## config.mk

```make
export PLATFORM = sky130hd
export DESIGN_NAME = lattice_random_walk_pcg32
export DESIGN_NICKNAME = d
export VERILOG_FILES = /design/src/hw/rtl/lrw_pkg.sv /design/src/hw/rtl/lrw_ctrl.sv /design/src/hw/rtl/lrw_datapath.sv /design/src/hw/rtl/lattice_random_walk_pcg32.sv
export SDC_FILE = /design/constraint.sdc
export NUM_CORES = 2
export LEC_CHECK = 0
export CAP_MARGIN = 20
export CORE_MARGIN = 2
export CORE_UTILIZATION = 40
export DETAILED_ROUTE_END_ITERATION = 16
export DONT_BUFFER_PORTS = 1
export PLACE_DENSITY = 0.61
export SYNTH_ARGS = -nofsm -noshare
export SYNTH_HDL_FRONTEND = slang
export SYNTH_SLANG_ARGS = --single-unit
```

## constraint.sdc

```tcl
create_clock -name clk -period 15.51 [get_ports clk]
set_clock_uncertainty 0.2 [all_clocks]
set_input_delay 1.551 -clock clk [delete_from_list [all_inputs] [get_ports clk]]
set_output_delay 1.551 -clock clk [all_outputs]
set_load 0.05 [all_outputs]
```

## src/hw/rtl/lrw_pkg.sv

```systemverilog
// ----------------------------------------------------------------------------
// lrw_pkg
// Shared types and constants of the lattice random walk generator.
// ----------------------------------------------------------------------------
package lrw_pkg;

    localparam int COORD_WIDTH = 32;
    localparam int WORD_WIDTH  = 32;
    localparam int STATE_WIDTH = 64;
    localparam int TIME_WIDTH  = 31;

    localparam logic [STATE_WIDTH-1:0] LCG_MULT = 64'd6364136223846793005;
    localparam logic [WORD_WIDTH-1:0]  LCG_MULT_LO = LCG_MULT[31:0];
    localparam logic [WORD_WIDTH-1:0]  LCG_MULT_HI = LCG_MULT[63:32];
    localparam logic [TIME_WIDTH-1:0]  TIME_MAX = {TIME_WIDTH{1'b1}};
    localparam logic [TIME_WIDTH-1:0]  TARGET_RESET = TIME_WIDTH'(1);

    localparam logic OP_START = 1'b0;
    localparam logic OP_STEP  = 1'b1;

    typedef enum logic [1:0] {
        DIR_POS_X = 2'd0,
        DIR_NEG_X = 2'd1,
        DIR_POS_Y = 2'd2,
        DIR_NEG_Y = 2'd3
    } lrw_dir_t;

    typedef enum logic [2:0] {
        ST_IDLE,
        ST_MUL,
        ST_ACC,
        ST_ADD,
        ST_EMIT
    } lrw_state_t;

    typedef struct packed {
        logic load_seed;
        logic mul;
        logic acc;
        logic add_seed;
        logic out_load;
        logic step;
    } lrw_cmd_t;

    typedef struct packed {
        logic out_free;
    } lrw_status_t;

endpackage

```

## src/hw/rtl/lrw_ctrl.sv

```systemverilog
// ----------------------------------------------------------------------------
// lrw_ctrl
// Sequencer for seeding and stepping the walk generator.
// ----------------------------------------------------------------------------
module lrw_ctrl (
    input  logic                clk,
    input  logic                rst_n,
    input  logic                in_valid,
    output logic                in_stall,
    input  logic                operation,
    input  lrw_pkg::lrw_status_t status,
    output lrw_pkg::lrw_cmd_t   cmd
);

    lrw_pkg::lrw_state_t state_reg, state_next;
    logic step_reg, step_next;
    logic phase_reg, phase_next;

    always_ff @(posedge clk or negedge rst_n)
    begin
        if (!rst_n)
        begin
            state_reg <= lrw_pkg::ST_IDLE;
            step_reg  <= 1'b0;
            phase_reg <= 1'b0;
        end
        else
        begin
            state_reg <= state_next;
            step_reg  <= step_next;
            phase_reg <= phase_next;
        end
    end

    always_comb
    begin
        state_next = state_reg;
        step_next  = step_reg;
        phase_next = phase_reg;
        cmd        = '0;
        in_stall   = (state_reg != lrw_pkg::ST_IDLE);
        unique case (state_reg)
            lrw_pkg::ST_IDLE:
            begin
                if (in_valid)
                begin
                    if (operation == lrw_pkg::OP_STEP)
                    begin
                        cmd.mul    = 1'b1;
                        cmd.step   = 1'b1;
                        step_next  = 1'b1;
                        state_next = lrw_pkg::ST_ACC;
                    end
                    else
                    begin
                        cmd.load_seed = 1'b1;
                        step_next     = 1'b0;
                        phase_next    = 1'b0;
                        state_next    = lrw_pkg::ST_MUL;
                    end
                end
            end
            lrw_pkg::ST_MUL:
            begin
                cmd.mul    = 1'b1;
                cmd.step   = step_reg;
                state_next = lrw_pkg::ST_ACC;
            end
            lrw_pkg::ST_ACC:
            begin
                cmd.acc  = 1'b1;
                cmd.step = step_reg;
                if (!step_reg && !phase_reg)
                begin
                    phase_next = 1'b1;
                    state_next = lrw_pkg::ST_ADD;
                end
                else if (status.out_free)
                begin
                    cmd.out_load = 1'b1;
                    state_next   = lrw_pkg::ST_IDLE;
                end
                else
                begin
                    state_next = lrw_pkg::ST_EMIT;
                end
            end
            lrw_pkg::ST_ADD:
            begin
                cmd.add_seed = 1'b1;
                state_next   = lrw_pkg::ST_MUL;
            end
            lrw_pkg::ST_EMIT:
            begin
                cmd.step = step_reg;
                if (status.out_free)
                begin
                    cmd.out_load = 1'b1;
                    state_next   = lrw_pkg::ST_IDLE;
                end
            end
            default:
            begin
                state_next = lrw_pkg::ST_IDLE;
            end
        endcase
    end

endmodule

```

## src/hw/rtl/lrw_datapath.sv

```systemverilog
// ----------------------------------------------------------------------------
// lrw_datapath
// Generator state, split LCG multiplier, walker position and output register.
// ----------------------------------------------------------------------------
module lrw_datapath (
    input  logic                                  clk,
    input  logic                                  rst_n,
    input  lrw_pkg::lrw_cmd_t                     cmd,
    output lrw_pkg::lrw_status_t                  status,
    input  logic [lrw_pkg::WORD_WIDTH-1:0]        seed_state,
    input  logic [lrw_pkg::WORD_WIDTH-1:0]        seed_sequence,
    input  logic                                  cfg_valid,
    input  logic [lrw_pkg::TIME_WIDTH-1:0]        cfg_data,
    output logic                                  out_valid,
    input  logic                                  out_stall,
    output logic signed [31:0]                    x_coord,
    output logic signed [31:0]                    y_coord,
    output logic [lrw_pkg::TIME_WIDTH-1:0]        elapsed_time,
    output logic                                  at_target,
    output logic [1:0]                            direction,
    output logic [lrw_pkg::WORD_WIDTH-1:0]        random_word
);

    localparam int CW = lrw_pkg::COORD_WIDTH;
    localparam int WW = lrw_pkg::WORD_WIDTH;
    localparam int SW = lrw_pkg::STATE_WIDTH;
    localparam int TW = lrw_pkg::TIME_WIDTH;

    logic [SW-1:0] lcg_state_reg, lcg_state_next;
    logic [SW-1:0] inc_reg, inc_next;
    logic [CW-1:0] x_reg, x_next;
    logic [CW-1:0] y_reg, y_next;
    logic [TW-1:0] time_reg, time_next;
    logic [TW-1:0] target_reg, target_next;
    logic          out_valid_reg, out_valid_next;

    logic [WW-1:0] seed_reg, seed_next;
    logic [SW-1:0] p0_reg, p0_next;
    logic [WW-1:0] p1_reg, p1_next;
    logic [WW-1:0] p2_reg, p2_next;
    logic [WW-1:0] word_reg, word_next;

    logic signed [31:0] xo_reg, xo_next;
    logic signed [31:0] yo_reg, yo_next;
    logic [TW-1:0]      to_reg, to_next;
    logic               hit_reg, hit_next;
    logic [1:0]         dir_reg, dir_next;
    logic [WW-1:0]      wo_reg, wo_next;

    logic [WW-1:0]   mixed;
    logic [4:0]      rot;
    logic [2*WW-1:0] rot_dbl;
    logic [SW-1:0]   x_ext, y_ext;
    lrw_pkg::lrw_dir_t dir;

    assign mixed   = WW'(((lcg_state_reg >> 18) ^ lcg_state_reg) >> 27);
    assign rot     = lcg_state_reg[63:59];
    assign rot_dbl = {mixed, mixed} >> rot;
    assign dir     = lrw_pkg::lrw_dir_t'(word_reg[WW-1 -: 2]);

    assign x_ext = SW'(signed'(x_next));
    assign y_ext = SW'(signed'(y_next));

    assign status.out_free = !out_valid_reg || !out_stall;

    always_ff @(posedge clk or negedge rst_n)
    begin
        if (!rst_n)
        begin
            lcg_state_reg <= '0;
            inc_reg       <= SW'(1);
            x_reg         <= '0;
            y_reg         <= '0;
            time_reg      <= '0;
            target_reg    <= lrw_pkg::TARGET_RESET;
            out_valid_reg <= 1'b0;
        end
        else
        begin
            lcg_state_reg <= lcg_state_next;
            inc_reg       <= inc_next;
            x_reg         <= x_next;
            y_reg         <= y_next;
            time_reg      <= time_next;
            target_reg    <= target_next;
            out_valid_reg <= out_valid_next;
        end
    end

    always_ff @(posedge clk)
    begin
        seed_reg <= seed_next;
        p0_reg   <= p0_next;
        p1_reg   <= p1_next;
        p2_reg   <= p2_next;
        word_reg <= word_next;
        xo_reg   <= xo_next;
        yo_reg   <= yo_next;
        to_reg   <= to_next;
        hit_reg  <= hit_next;
        dir_reg  <= dir_next;
        wo_reg   <= wo_next;
    end

    always_comb
    begin
        lcg_state_next = lcg_state_reg;
        inc_next       = inc_reg;
        x_next         = x_reg;
        y_next         = y_reg;
        time_next      = time_reg;
        target_next    = target_reg;
        seed_next      = seed_reg;
        p0_next        = p0_reg;
        p1_next        = p1_reg;
        p2_next        = p2_reg;
        word_next      = word_reg;

        if (cfg_valid)
        begin
            target_next = cfg_data;
        end

        if (cmd.load_seed)
        begin
            lcg_state_next = '0;
            inc_next       = {(SW-WW-1)'(0), seed_sequence, 1'b1};
            seed_next      = seed_state;
            x_next         = '0;
            y_next         = '0;
            time_next      = '0;
        end

        if (cmd.mul)
        begin
            p0_next   = {WW'(0), lcg_state_reg[WW-1:0]} * {WW'(0), lrw_pkg::LCG_MULT_LO};
            p1_next   = lcg_state_reg[WW-1:0] * lrw_pkg::LCG_MULT_HI;
            p2_next   = lcg_state_reg[SW-1:WW] * lrw_pkg::LCG_MULT_LO;
            word_next = rot_dbl[WW-1:0];
        end

        if (cmd.acc)
        begin
            lcg_state_next = p0_reg + {p1_reg + p2_reg, WW'(0)} + {inc_reg[SW-1:1], 1'b1};
            if (cmd.step)
            begin
                unique case (dir)
                    lrw_pkg::DIR_POS_X: x_next = x_reg + CW'(1);
                    lrw_pkg::DIR_NEG_X: x_next = x_reg - CW'(1);
                    lrw_pkg::DIR_POS_Y: y_next = y_reg + CW'(1);
                    lrw_pkg::DIR_NEG_Y: y_next = y_reg - CW'(1);
                    default:            x_next = x_reg;
                endcase
                if (time_reg != lrw_pkg::TIME_MAX)
                begin
                    time_next = time_reg + TW'(1);
                end
            end
        end

        if (cmd.add_seed)
        begin
            lcg_state_next = lcg_state_reg + {WW'(0), seed_reg};
        end
    end

    always_comb
    begin
        out_valid_next = out_valid_reg;
        xo_next        = xo_reg;
        yo_next        = yo_reg;
        to_next        = to_reg;
        hit_next       = hit_reg;
        dir_next       = dir_reg;
        wo_next        = wo_reg;
        if (cmd.out_load)
        begin
            out_valid_next = 1'b1;
            xo_next        = x_ext[31:0];
            yo_next        = y_ext[31:0];
            to_next        = time_next;
            hit_next       = cmd.step && (time_next == target_reg);
            dir_next       = cmd.step ? word_reg[WW-1 -: 2] : 2'(lrw_pkg::DIR_POS_X);
            wo_next        = cmd.step ? word_reg : '0;
        end
        else if (!out_stall)
        begin
            out_valid_next = 1'b0;
        end
    end

    assign out_valid    = out_valid_reg;
    assign x_coord      = xo_reg;
    assign y_coord      = yo_reg;
    assign elapsed_time = to_reg;
    assign at_target    = hit_reg;
    assign direction    = dir_reg;
    assign random_word  = wo_reg;

endmodule

```

## src/hw/rtl/lattice_random_walk_pcg32.sv

```systemverilog
// ----------------------------------------------------------------------------
// lattice_random_walk_pcg32
// 2D unit-step lattice random walk driven by a PCG32 XSH-RR generator.
// ----------------------------------------------------------------------------
// One item is worked at a time. In a step beat the 64-bit LCG multiply by its
// constant is split into three 32x32 partial products registered in ST_IDLE
// and summed with the increment in ST_ACC. A start beat passes ST_MUL, ST_ACC,
// ST_ADD, ST_MUL and ST_ACC (two generator advances plus the seed add). The
// result sits in an output register, so a new beat is taken while the
// previous result is still stalled downstream. target_time is written through
// the cfg port, which is always ready.
module lattice_random_walk_pcg32 (
    input  logic                                  clk,
    input  logic                                  rst_n,
    input  logic                                  in_valid,
    output logic                                  in_stall,
    input  logic                                  operation,
    input  logic [lrw_pkg::WORD_WIDTH-1:0]        seed_state,
    input  logic [lrw_pkg::WORD_WIDTH-1:0]        seed_sequence,
    output logic                                  out_valid,
    input  logic                                  out_stall,
    output logic signed [31:0]                    x_coord,
    output logic signed [31:0]                    y_coord,
    output logic [lrw_pkg::TIME_WIDTH-1:0]        elapsed_time,
    output logic                                  at_target,
    output logic [1:0]                            direction,
    output logic [lrw_pkg::WORD_WIDTH-1:0]        random_word,
    input  logic                                  cfg_valid,
    output logic                                  cfg_ready,
    input  logic [lrw_pkg::TIME_WIDTH-1:0]        cfg_data
);

    lrw_pkg::lrw_cmd_t    cmd;
    lrw_pkg::lrw_status_t status;

    assign cfg_ready = 1'b1;

    lrw_ctrl u_ctrl (
        .clk       (clk),
        .rst_n     (rst_n),
        .in_valid  (in_valid),
        .in_stall  (in_stall),
        .operation (operation),
        .status    (status),
        .cmd       (cmd)
    );

    lrw_datapath u_datapath (
        .clk           (clk),
        .rst_n         (rst_n),
        .cmd           (cmd),
        .status        (status),
        .seed_state    (seed_state),
        .seed_sequence (seed_sequence),
        .cfg_valid     (cfg_valid && cfg_ready),
        .cfg_data      (cfg_data),
        .out_valid     (out_valid),
        .out_stall     (out_stall),
        .x_coord       (x_coord),
        .y_coord       (y_coord),
        .elapsed_time  (elapsed_time),
        .at_target     (at_target),
        .direction     (direction),
        .random_word   (random_word)
    );

endmodule

```

==> impl_metrics.json <==
{
  "outcome": "finished, final reports clean",
  "highest_layer": "met5",
  "yosysUniqueCellTypes": 90,
  "clkSinkCount": 539,
  "core_area_um2": 163000,
  "setup_violations": 0,
  "crit_required_ns": 15.72,
  "final_nets": 8272,
  "drive_above_1_share_pct": 4.03,
  "ys_async_sr_fraction_pct": 42.3,
  "whs_ns": 0.282,
  "root_buffer": "clkbuf_16",
  "largest_reg_flops": 64,
  "clk_latency_ns": 0.70,
  "synth_area_leaders": "fa_1 25%, ha_1 18%, edfxtp_1 14%",
  "die_height_um": 409,
  "yosysSeqAreaShare_pct": 23.0,
  "grt_pass1_vias": 48200,
  "synth-edff-count": 311,
  "dp_hpwl_mm": 172,
  "routed-wl-met3_mm": 14.3,
  "critPathArrivalTime_ns": 9.10,
  "crit_top_cell": "fa_1",
  "critPathKind": "flip-flop to flip-flop",
  "r2r_slack_ns": 6.62,
  "vias_per_cell": 5.40,
  "syn-cell-area_um2": 65500,
  "io_buffer_count": 0,
  "cp_slowest_stage_delay_ns": 1.02,
  "finalCritPeriodShare_pct": 57.3,
  "hold_viol_final": 0,
  "grt_setup_unrepaired": "no",
  "cts_tree": "done",
  "hp-class": "flip-flop to flip-flop",
  "avgSynthCellArea_um2": 10.2,
  "cts_htree_levels": 2,
  "grt_use_total_pct": 24.9,
  "maxCapViolCount": 0,
  "drtIter0Drc": 4031,
  "yosys_register_bits": 539,
  "ys.flop_type": "edfxtp_1",
  "ios": 234,
  "crit_path_end_kind": "flip-flop",
  "grt_max_degree": 229,
  "finalWeightedCongestion": 1.02,
  "worst_pin_slew_ns": 1.19,
  "start_util_pct": 40.3,
  "area_growth_pct": 7.35,
  "max_slew_margin_pct": 20.4,
  "synth_nets": 8288,
  "drc": 0,
  "ctsResizeCount": 0,
  "antenna_left": 0,
  "drt_pre_antenna_iters": 5,
  "rows": 148,
  "grt_first_pass_wirelength_mm": 311,
  "postRouteWirelength_mm": 207,
  "syn-instance-count": 6437,
  "yosysWarningCount": 0,
  "antenna_found_initial": 12,
  "clock.fmax_ghz": 0.112,
  "wl_per_cell_um": 23.9,
  "hold_buffers": 0,
  "finalCriticalPeriod_ns": 8.89,
  "setup_tns_ns": 0,
  "wl_met2_mm": 94.9,
  "die-area_um2": 167000,
  "cts_setup_buffers": 0,
  "start_kind": "flip-flop",
  "cts.clk_slew.worst_paths_ns": 0.07,
  "met1_length_mm": 90.7,
  "die_w_um": 409,
  "cts_buffers": 61,
  "ctsLongestPathBuffers": 3,
  "slew_viol_final": 0,
  "fin_util_pct": 43.2,
  "vias": 46800,
  "slowest_stage": "dfrtp_1",
  "grt_overflow": 0,
  "yosys.area.top_type": "fa_1",
  "crit_fanout": 13,
  "yosysTopAreaCellShare_pct": 25.0
}
-- cells by family after synthesis --
| group | share of synthesized area, % |
|---|---|
| other | 0.00573 |
| muxes | 2.17 |
| DFF | 23.0 |
| xor gates and xnor gates | 5.07 |
| adders and majority gates | 42.8 |
| buffers and inverters | 8.35 |
| AOI/OAI and AO/OA | 10.8 |
| and+or+nand+nor | 7.83 |
-- layout by cell type (no fill, tap or decap), types with 130 or more instances in the layout --
cell and count:
inv_1 1307, ha_1 934, fa_1 816, nand2_1 351, edfxtp_1 311, a21oi_1 308, o21ai_0 291, xnor2_1 262
nor2_1 241, dfrtp_1 227, nand3_1 130
-- Yosys cell counts, drive strengths merged (42+ instances only) --
master and n:
a21o 126, a21oi 309, a31oi 47, and2 50
clkbuf 107, dfrtp 227, edfxtp 311, fa 816
ha 934, inv 1309, mux2 45, mux2i 53
nand2 352, nand2b 43, nand3 130, nand4 54
nor2 244, nor3 69, o21ai 316, o21bai 42
xnor2 262, xor2 114
-- routing by layer --
layer	vias up	track usage (%)
met1	23500	34.1
li1	21400	-
met5	-	0
met2	1509	39.9
met3	305	4.61
met4	10	7.58
-- final cells by class --
type,instances,area (µm²)
Fill cell,15600,92300
Multi-Input combinational cell,4451,45000
Sequential cell,539,15000
Inverter,1309,4920
Tap cell,2175,2720
Clock buffer,78,1670
Timing Repair Buffer,59,475
Clock inverter,38,433
Antenna cell,7,17.5
-- through the flow --
step                      area (µm²)  std cells  setup slack, ns
after CTS                      70200       8647             6.63
after floorplan                65500       6437             2.67
final                          70300       8656             6.62
after global placement         68100       8531             6.78
after detailed placement       68100       8531             6.68
after global routing           70200       8650             6.17
-- path summary, 6_finish.rpt --
check	from	to	depth (start not counted)
setup / recovery	u_datapath.lcg_state_reg[7]	u_datapath.p0_reg[59]	26
hold / removal	u_datapath.inc_reg[8]	u_datapath.inc_reg[8]	2
min in group asynchronous	rst_n	u_datapath.out_valid	0
setup reg to reg	u_datapath.lcg_state_reg[7]	u_datapath.p0_reg[59]	26
hold reg to reg	u_datapath.inc_reg[8]	u_datapath.inc_reg[8]	2
max in group asynchronous	rst_n	u_datapath.inc_reg[28]	0
-- critical path: cells and delay by family, from the launching register on --
kind / cells / cell delay, ns
AOI/OAI and AO/OA: 5 / 1.51
xor gates and xnor gates: 1 / 0.11
adders and majority gates: 9 / 4.10
buffers and inverters: 6 / 0.72
DFF: 1 / 1.02
and+or+nand+nor: 5 / 0.97
Power is not shown: default switching activity piles up to over one toggle a cycle in this logic, so the estimate is an artifact.
